<file path="src/rtl/pbrf_pkg.sv">
package pbrf_pkg;

    // fixed field widths
    localparam int X_W       = 32;   // interval ends and evaluation point, Q12.20
    localparam int COEF_W    = 16;
    localparam int TOL_W     = 31;
    localparam int ITER_W    = 7;
    localparam int VAL_W     = 64;   // reported polynomial value
    localparam int ACC_W     = 72;   // horner accumulator
    localparam int PART_W    = 33;   // one signed slice of the accumulator
    localparam int PROD_W    = PART_W + X_W;
    localparam int SUM_W     = ACC_W + X_W;
    localparam int NUM_COEF  = 4;

    localparam int S_DATA_W  = 2 * X_W;
    localparam int M_FIELD_W = ITER_W + 2 * X_W + VAL_W;
    localparam int M_DATA_W  = ((M_FIELD_W + 7) / 8) * 8;

    // configuration register indexes
    localparam int CFG_IDX_W = 3;
    localparam logic [CFG_IDX_W-1:0] REG_COEF_0    = 3'd0;
    localparam logic [CFG_IDX_W-1:0] REG_COEF_1    = 3'd1;
    localparam logic [CFG_IDX_W-1:0] REG_COEF_2    = 3'd2;
    localparam logic [CFG_IDX_W-1:0] REG_COEF_3    = 3'd3;
    localparam logic [CFG_IDX_W-1:0] REG_TOLERANCE = 3'd4;
    localparam logic [TOL_W-1:0]     TOL_RESET     = 31'd10;

    // accumulator slice select for the shared multiplier
    localparam logic [1:0] PART_LO  = 2'd0;
    localparam logic [1:0] PART_MID = 2'd1;
    localparam logic [1:0] PART_HI  = 2'd2;

    localparam int COEF_SEL_W = 3;

    typedef struct packed {
        logic                  load;
        logic                  init_acc;
        logic                  mul_en;
        logic [1:0]            mul_sel;
        logic                  acc_en;
        logic                  acc_first;
        logic                  fin_en;
        logic [COEF_SEL_W-1:0] coef_sel;
        logic                  low_sign_en;
        logic                  mid_en;
        logic                  upd_en;
    } pbrf_cmd_t;

    typedef struct packed {
        logic run_done;
        logic out_free;
    } pbrf_status_t;

endpackage

</file>
<file path="src/rtl/polynomial_bisection_root_finder.sv">
// Bisection root finder for a polynomial of up to third degree with signed 16-bit integer
// coefficients (cfg registers 0..3), an unsigned Q11.20 stop tolerance (cfg register 4).
// Each input beat carries a starting interval; the block then emits one result beat per
// bisection iteration with the iteration number, the new interval ends, f(midpoint)
// clamped to signed Q44.20, and tlast on the final one. A run ends once half the interval
// width is at most the tolerance, or at MAX_ITERATIONS. One item is worked on at a time:
// f(low) is evaluated once, then each iteration forms the midpoint and evaluates it by
// Horner on a single 33x32 multiplier, three slices per Horner step. A run is held while
// the result side stalls. A finished result waits in an output register, so a new item
// can be taken while the last result of the previous run is still pending. The user must
// write configuration only while idle; the block itself does not enforce it.
module polynomial_bisection_root_finder
    import pbrf_pkg::*;
#(
    parameter int DEGREE         = 3,
    parameter int MAX_ITERATIONS = 64,
    parameter int FRACTION_BITS  = 20
) (
    input  logic                 aclk,
    input  logic                 aresetn,
    // configuration write port
    input  logic                 cfg_we,
    input  logic [CFG_IDX_W-1:0] cfg_index,
    input  logic [TOL_W-1:0]     cfg_wdata,
    // input beats
    input  logic                 s_tvalid,
    output logic                 s_tready,
    input  logic [S_DATA_W-1:0]  s_tdata,   // start_low, start_high
    // result beats
    output logic                 m_tvalid,
    input  logic                 m_tready,
    output logic [M_DATA_W-1:0]  m_tdata,   // iteration, interval_low, interval_high,
                                            // midpoint_value, zero pad
    output logic                 m_tlast    // last
);

    pbrf_cmd_t    cmd;
    pbrf_status_t status;

    // sequencer: iteration and horner step control
    pbrf_ctrl #(
        .DEGREE (DEGREE)
    ) u_ctrl (
        .aclk     (aclk),
        .aresetn  (aresetn),
        .s_tvalid (s_tvalid),
        .s_tready (s_tready),
        .status   (status),
        .cmd      (cmd)
    );

    // datapath: registers, shared multiplier, interval update, output register
    pbrf_datapath #(
        .MAX_ITERATIONS (MAX_ITERATIONS),
        .FRACTION_BITS  (FRACTION_BITS)
    ) u_dp (
        .aclk      (aclk),
        .aresetn   (aresetn),
        .cmd       (cmd),
        .status    (status),
        .cfg_we    (cfg_we),
        .cfg_index (cfg_index),
        .cfg_wdata (cfg_wdata),
        .s_tdata   (s_tdata),
        .m_tready  (m_tready),
        .m_tvalid  (m_tvalid),
        .m_tdata   (m_tdata),
        .m_tlast   (m_tlast)
    );

endmodule

</file>
<file path="src/rtl/pbrf_ctrl.sv">
module pbrf_ctrl
    import pbrf_pkg::*;
#(
    parameter int DEGREE = 3
) (
    input  logic         aclk,
    input  logic         aresetn,
    input  logic         s_tvalid,
    output logic         s_tready,
    input  pbrf_status_t status,
    output pbrf_cmd_t    cmd
);

    localparam int IDX_W = $clog2(DEGREE + 1);

    localparam logic [2:0] S_IDLE = 3'd0;
    localparam logic [2:0] S_MUL  = 3'd1;
    localparam logic [2:0] S_ACC  = 3'd2;
    localparam logic [2:0] S_FIN  = 3'd3;
    localparam logic [2:0] S_MID  = 3'd4;
    localparam logic [2:0] S_UPD  = 3'd5;

    logic [2:0]       state_reg, state_next;
    logic [1:0]       part_reg, part_next;
    logic [IDX_W-1:0] step_reg, step_next;
    logic             eval_low_reg, eval_low_next;

    always_comb begin
        state_next    = state_reg;
        part_next     = part_reg;
        step_next     = step_reg;
        eval_low_next = eval_low_reg;
        cmd           = '0;
        s_tready      = 1'b0;
        case (state_reg)
            S_IDLE: begin
                s_tready = 1'b1;
                if (s_tvalid) begin
                    cmd.load      = 1'b1;
                    cmd.init_acc  = 1'b1;
                    cmd.coef_sel  = COEF_SEL_W'(DEGREE);
                    eval_low_next = 1'b1;
                    part_next     = PART_HI;
                    step_next     = IDX_W'(DEGREE - 1);
                    state_next    = S_MUL;
                end
            end
            S_MUL: begin
                cmd.mul_en  = 1'b1;
                cmd.mul_sel = part_reg;
                // previous slice product is folded in while the next one multiplies
                if (part_reg != PART_HI) begin
                    cmd.acc_en    = 1'b1;
                    cmd.acc_first = (part_reg == PART_MID);
                end
                if (part_reg == PART_LO) begin
                    state_next = S_ACC;
                end else begin
                    part_next = part_reg - 2'd1;
                end
            end
            S_ACC: begin
                cmd.acc_en = 1'b1;
                state_next = S_FIN;
            end
            S_FIN: begin
                cmd.fin_en   = 1'b1;
                cmd.coef_sel = COEF_SEL_W'(step_reg);
                if (step_reg == '0) begin
                    state_next = eval_low_reg ? S_MID : S_UPD;
                end else begin
                    step_next  = step_reg - IDX_W'(1);
                    part_next  = PART_HI;
                    state_next = S_MUL;
                end
            end
            S_MID: begin
                cmd.mid_en      = 1'b1;
                cmd.low_sign_en = eval_low_reg;
                cmd.init_acc    = 1'b1;
                cmd.coef_sel    = COEF_SEL_W'(DEGREE);
                eval_low_next   = 1'b0;
                part_next       = PART_HI;
                step_next       = IDX_W'(DEGREE - 1);
                state_next      = S_MUL;
            end
            S_UPD: begin
                if (status.out_free) begin
                    cmd.upd_en = 1'b1;
                    state_next = status.run_done ? S_IDLE : S_MID;
                end
            end
            default: begin
                state_next = S_IDLE;
            end
        endcase
    end

    always_ff @(posedge aclk) begin
        if (!aresetn) begin
            state_reg    <= S_IDLE;
            part_reg     <= PART_HI;
            step_reg     <= '0;
            eval_low_reg <= 1'b0;
        end else begin
            state_reg    <= state_next;
            part_reg     <= part_next;
            step_reg     <= step_next;
            eval_low_reg <= eval_low_next;
        end
    end

endmodule

</file>
<file path="src/rtl/pbrf_datapath.sv">
module pbrf_datapath
    import pbrf_pkg::*;
#(
    parameter int MAX_ITERATIONS = 64,
    parameter int FRACTION_BITS  = 20
) (
    input  logic                 aclk,
    input  logic                 aresetn,
    input  pbrf_cmd_t            cmd,
    output pbrf_status_t         status,
    input  logic                 cfg_we,
    input  logic [CFG_IDX_W-1:0] cfg_index,
    input  logic [TOL_W-1:0]     cfg_wdata,
    input  logic [S_DATA_W-1:0]  s_tdata,
    input  logic                 m_tready,
    output logic                 m_tvalid,
    output logic [M_DATA_W-1:0]  m_tdata,
    output logic                 m_tlast
);

    logic signed [COEF_W-1:0] coef_reg [NUM_COEF];
    logic [TOL_W-1:0]         tol_reg;

    logic signed [X_W-1:0]    low_reg, high_reg, x_reg;
    logic signed [ACC_W-1:0]  acc_reg;
    logic signed [PROD_W-1:0] prod_reg;
    logic signed [SUM_W-1:0]  sum_reg;
    logic                     low_neg_reg, low_zero_reg;
    logic [ITER_W-1:0]        iter_reg;

    logic                     out_valid_reg;
    logic [ITER_W-1:0]        out_iter_reg;
    logic [X_W-1:0]           out_low_reg, out_high_reg;
    logic [VAL_W-1:0]         out_val_reg;
    logic                     out_last_reg;

    // coefficient term, zero above the cubic
    logic signed [COEF_W-1:0] coef_sel_val;
    logic signed [ACC_W-1:0]  init_val;
    logic signed [SUM_W-1:0]  term_w;

    always_comb begin
        coef_sel_val = '0;
        if (cmd.coef_sel < COEF_SEL_W'(NUM_COEF)) begin
            coef_sel_val = coef_reg[cmd.coef_sel[1:0]];
        end
        init_val = ACC_W'(coef_sel_val) <<< FRACTION_BITS;
        term_w   = SUM_W'(coef_sel_val) <<< FRACTION_BITS;
    end

    // one 33 x 32 signed slice product per cycle
    logic signed [PART_W-1:0] part_val;
    always_comb begin
        case (cmd.mul_sel)
            PART_LO:  part_val = $signed({1'b0, acc_reg[31:0]});
            PART_MID: part_val = $signed({1'b0, acc_reg[63:32]});
            PART_HI:  part_val = PART_W'($signed(acc_reg[ACC_W-1:64]));
            default:  part_val = '0;
        endcase
    end

    logic signed [SUM_W-1:0] sum_next;
    assign sum_next = cmd.acc_first ? SUM_W'(prod_reg)
                                    : (sum_reg <<< X_W) + SUM_W'(prod_reg);

    // rescale, add coefficient, clamp to the accumulator range
    logic signed [SUM_W-1:0] fin_sum;
    logic signed [ACC_W-1:0] fin_val;
    logic                    fin_in_range;
    always_comb begin
        fin_sum      = (sum_reg >>> FRACTION_BITS) + term_w;
        fin_in_range = (&fin_sum[SUM_W-1:ACC_W-1]) || !(|fin_sum[SUM_W-1:ACC_W-1]);
        if (fin_in_range) begin
            fin_val = fin_sum[ACC_W-1:0];
        end else if (fin_sum[SUM_W-1]) begin
            fin_val = {1'b1, {(ACC_W-1){1'b0}}};
        end else begin
            fin_val = {1'b0, {(ACC_W-1){1'b1}}};
        end
    end

    logic signed [X_W:0] mid_sum;
    logic [X_W-1:0]      mid_val;
    assign mid_sum = X_W'(1) == 1 ? ({low_reg[X_W-1], low_reg} + {high_reg[X_W-1], high_reg})
                                  : '0;
    assign mid_val = mid_sum[X_W:1];

    // keep the half whose end values are not both strictly the same sign
    logic                fc_neg, fc_zero, take_low;
    logic signed [X_W-1:0] new_low, new_high;
    logic signed [X_W:0] width;
    logic [ITER_W-1:0]   iter_next;
    logic [VAL_W-1:0]    fc_sat;

    always_comb begin
        fc_neg    = acc_reg[ACC_W-1];
        fc_zero   = (acc_reg == '0);
        take_low  = !fc_zero && !low_zero_reg && (fc_neg == low_neg_reg);
        new_low   = take_low ? x_reg : low_reg;
        new_high  = take_low ? high_reg : x_reg;
        width     = {new_high[X_W-1], new_high} - {new_low[X_W-1], new_low};
        iter_next = iter_reg + ITER_W'(1);
        status.run_done = width[X_W] || (width[X_W-1:1] <= tol_reg)
                          || (iter_next >= ITER_W'(MAX_ITERATIONS));
        status.out_free = !out_valid_reg || m_tready;
        if ((&acc_reg[ACC_W-1:VAL_W-1]) || !(|acc_reg[ACC_W-1:VAL_W-1])) begin
            fc_sat = acc_reg[VAL_W-1:0];
        end else if (fc_neg) begin
            fc_sat = {1'b1, {(VAL_W-1){1'b0}}};
        end else begin
            fc_sat = {1'b0, {(VAL_W-1){1'b1}}};
        end
    end

    always_ff @(posedge aclk) begin
        if (!aresetn) begin
            for (int n = 0; n < NUM_COEF; n++) begin
                coef_reg[n] <= '0;
            end
            tol_reg <= TOL_RESET;
        end else if (cfg_we) begin
            case (cfg_index)
                REG_COEF_0:    coef_reg[0] <= cfg_wdata[COEF_W-1:0];
                REG_COEF_1:    coef_reg[1] <= cfg_wdata[COEF_W-1:0];
                REG_COEF_2:    coef_reg[2] <= cfg_wdata[COEF_W-1:0];
                REG_COEF_3:    coef_reg[3] <= cfg_wdata[COEF_W-1:0];
                REG_TOLERANCE: tol_reg     <= cfg_wdata;
                default: ;
            endcase
        end
    end

    always_ff @(posedge aclk) begin
        if (cmd.load) begin
            low_reg  <= s_tdata[X_W-1:0];
            high_reg <= s_tdata[2*X_W-1:X_W];
            x_reg    <= s_tdata[X_W-1:0];
            iter_reg <= '0;
        end
        if (cmd.init_acc) begin
            acc_reg <= init_val;
        end else if (cmd.fin_en) begin
            acc_reg <= fin_val;
        end
        if (cmd.mul_en) begin
            prod_reg <= part_val * x_reg;
        end
        if (cmd.acc_en) begin
            sum_reg <= sum_next;
        end
        if (cmd.low_sign_en) begin
            low_neg_reg  <= acc_reg[ACC_W-1];
            low_zero_reg <= (acc_reg == '0);
        end
        if (cmd.mid_en) begin
            x_reg <= mid_val;
        end
        if (cmd.upd_en) begin
            low_reg      <= new_low;
            high_reg     <= new_high;
            iter_reg     <= iter_next;
            out_iter_reg <= iter_next;
            out_low_reg  <= new_low;
            out_high_reg <= new_high;
            out_val_reg  <= fc_sat;
            out_last_reg <= status.run_done;
        end
    end

    always_ff @(posedge aclk) begin
        if (!aresetn) begin
            out_valid_reg <= 1'b0;
        end else if (cmd.upd_en) begin
            out_valid_reg <= 1'b1;
        end else if (m_tready) begin
            out_valid_reg <= 1'b0;
        end
    end

    assign m_tvalid = out_valid_reg;
    assign m_tlast  = out_last_reg;
    assign m_tdata  = M_DATA_W'({out_val_reg, out_high_reg, out_low_reg, out_iter_reg});

endmodule

</file>
<file path="config.mk">
export PLATFORM = sky130hd
export DESIGN_NAME = polynomial_bisection_root_finder
export DESIGN_NICKNAME = d
export VERILOG_FILES = /design/src/rtl/pbrf_pkg.sv /design/src/rtl/polynomial_bisection_root_finder.sv /design/src/rtl/pbrf_ctrl.sv /design/src/rtl/pbrf_datapath.sv
export SDC_FILE = /design/constraint.sdc
export NUM_CORES = 2
export LEC_CHECK = 0
export BUFFER_PORTS_ARGS = -buffer_cell sky130_fd_sc_hd__buf_2
export CORE_MARGIN = 2
export CORE_UTILIZATION = 49
export DETAILED_ROUTE_END_ITERATION = 16
export PLACE_DENSITY = 0.65
export SLEW_MARGIN = 10
export SYNTH_ARGS = -nofsm -noshare
export SYNTH_HDL_FRONTEND = slang
export SYNTH_SLANG_ARGS = --single-unit
</file>
<file path="constraint.sdc">
create_clock -name aclk -period 15.17 [get_ports aclk]
set_input_delay 3.034 -clock aclk [delete_from_list [all_inputs] [get_ports aclk]]
set_output_delay 3.034 -clock aclk [all_outputs]
set_load 0.05 [all_outputs]
</file>
==> impl_metrics.tcl <==
set metrics [dict create \
    synthTopCellsByCount "inv_1 (1128), fa_1 (1116), nand2_1 (950)" \
    drtIter0Drc 4235 \
    grt_pass1_vias 56940 \
    worst_path_max_delay_cell "a311oi_1" \
    holdCritPathClass "register to register" \
    synth_edf_count 526 \
    grt-busiest-layer "met2" \
    synth.area.top_cells "fa_1 (31%), edfxtp_1 (22%), ha_1 (7.3%)" \
    finalCritPeriodShare_pct 79.68 \
    syn_nets 9070 \
    grt_usage_pct 30.04 \
    grt_pass1_wl_mm 345.4 \
    synth_warnings 0 \
    maxSlewViolCount 0 \
    finalSetupViolations 0 \
    ys.flop_type "edfxtp_1" \
    syn_area_um2 72260 \
    root_buffer "clkbuf_16" \
    clkSlewWorstSetupHoldPaths_ns 0.07 \
    finalWirelength_mm 224.6 \
    die_area_um2 150600 \
    worst-path-max-fanout 78 \
    largest_reg_flops 104 \
    synth_cells 7432 \
    met1_usage_pct 39.89 \
    antenna_found_initial 10 \
    io_pins 242 \
    clock-sinks 586 \
    worst_pin_slew_ns 1.214 \
    post_cts_buffers 0 \
    synth_area_per_cell_um2 9.723 \
    crit_arrival_ns 12.50 \
    dpl.hpwl_mm 173.0 \
    globalRouteMet3Util_pct 5.607 \
    dpl_worst_slack_ns 3.230 \
    maxCapViolations 0 \
    tns_ns 0 \
    ys_seq_area_share_pct 23.52 \
    synth_top_cell_area_share_pct 30.92 \
    drc_errors 0 \
    synth_cell_types 86 \
    clock_skew_ns 0.02778 \
    synth_largest_area_cell "fa_1" \
    fin_area_um2 77540 \
    die_w_um 388.0 \
    fin_ws_ns 3.083 \
    cp_top_family "adder cells" \
    final_hold_viol_count 0 \
    postSynth.asyncResetShare_pct 0 \
    start_kind "register" \
    grt_util_met2_pct 47.89 \
    cpPeakStageDelay_ns 0.82 \
    core_um2 146100 \
    via_count 54640 \
    slew_headroom_pct 18.37 \
    synth.most_common_cell "inv_1" \
    cts_buffers 66 \
    cts_tree "yes" \
    yosys_register_bits 586 \
    criticalPathCategory "register to register" \
    firstDrtPassIters 5 \
    crit_required_ns 15.58 \
    timing.critical_path.mode_cell "fa_1" \
    nFillCells 13250 \
    drive_gt1_share_pct 7.251 \
    viasPerCell 5.790 \
    endpoint_kind "register" \
    grt_start_max_net_pins 102 \
    clkLatencyLatePin_ns 0.67 \
    place_area_um2 75330 \
    fin_crit_ns 12.09 \
    rsz0062_at_grt "false" \
    ant_nets 0 \
    gp_congestion 0.9632 \
    rows 140 \
    grt_overflow 0 \
    wl_per_cell_um 23.80 \
    crit_buf_inv 9 \
    max_freq_ghz 0.08273 \
    fp.dieH_um 388.0 \
    finalNetCount 9102 \
    worst-r2r-setup-slack_ns 3.08 \
    portBuffers 240 \
    htree_num_levels 3 \
    outcome "finished, final reports clean" \
    area_growth_pct 7.303 \
    initial_core_util_pct 49.46 \
    clk_path_buf_depth 3 \
    postCtsHoldBufs 0 \
    final_core_util_pct 53.08 \
    ctsResizeCount 0 \
]
## placed cells by master, fill, tap and decap left out, types with 14 or more instances in the layout
cell type  synthesis  final
a211oi_1          46     45
a21boi_0          42     42
a21o_1           205    205
a21oi_1          330    329
a221o_1           34     33
a22oi_1           37     37
a31oi_1           42     40
and2_1           612    611
and3_1            25     25
buf_2             10    240
buf_4              2    105
clkbuf_16          0     68
clkinv_1           3     14
dfxtp_1           60     60
edfxtp_1         526    526
fa_1            1116   1116
ha_1             419    419
inv_1           1128   1127
mux2_2            32     32
mux2i_1           35     35
nand2_1          950    947
nand2b_1          45     45
nand3_1           64     63
nand4_1           66     66
nor2_1           210    208
nor2b_1           42     42
nor3_1            53     52
nor4_1            52     52
o211ai_1          30     30
o21a_1            31     31
o21ai_0          276    273
o21bai_1          41     41
o22ai_1           33     33
o31ai_1           30     28
or2_2             24     24
or3_1             17     17
xnor2_1          140    140
xor2_1           109    109
## layer usage
layer  vias to the layer above  wire length (um)
met5                         -                39
met1                     27770             91850
met4                         6             11890
li1                      24260                 -
met3                       454             16990
met2                      2148            103800
## cell families after synthesis
group | after synthesis | synth area share, %
and+or+nand+nor | 2205 | 15.03
adders and majority gates | 1535 | 38.17
buffers and inverters | 1512 | 7.902
AOI/OAI and AO/OA | 1277 | 11.37
DFF | 586 | 23.52
xor gates and xnor gates | 249 | 3.018
muxes | 67 | 0.9835
other | 1 | 0.005189
## area by class of cell
| type | count | area, um2 | share of cell area (%) |
|---|---|---|---|
| multi-input cells | 5334 | 49690 | 64.09 |
| flip-flops and latches | 586 | 17000 | 21.92 |
| diodes | 4 | 10.01 | 0.01291 |
| clock inverters | 41 | 427.9 | 0.5519 |
| inverters | 1131 | 4250 | 5.482 |
| well taps | 1917 | 2399 | 3.093 |
| repair buffers | 345 | 1989 | 2.566 |
| clock buffers | 79 | 1773 | 2.287 |
## worst register-to-register path, delay by kind of cell (launching register included)
| family | cells | cell delay, ns |
|---|---|---|
| fa+ha+maj | 9 | 4.23 |
| compound gates | 9 | 3.04 |
| simple gates | 6 | 2.06 |
| buf+inv | 9 | 1.88 |
| flops | 1 | 0.48 |
| xor+xnor | 1 | 0.13 |
## worst paths after layout
| check | start | end | cells past startpoint |
|---|---|---|---|
| worst max-delay path | u_ctrl.state_reg[0] | u_dp.prod_reg[63] | 34 |
| worst max register to register | u_ctrl.state_reg[0] | u_dp.prod_reg[63] | 34 |
| worst min-delay path | u_dp.prod_reg[23] | u_dp.sum_reg[23] | 0 |
| worst min register to register | u_dp.prod_reg[23] | u_dp.sum_reg[23] | 0 |
## through the flow
| step | hold slack (ns) | std cells |
|---|---|---|
| 2_1_floorplan | 0.4003 | 7432 |
| 3_3_place_gp | 0.4028 | 9313 |
| 3_5_place_dp | 0.4045 | 9313 |
| 4_1_cts | 0.4118 | 9433 |
| 5_1_grt | 0.4235 | 9436 |
| 6_report | 0.4106 | 9437 |
Power is left out: the tool's default activity adds up to more than one toggle a clock period on the data nets, which glitch-free logic cannot reach.
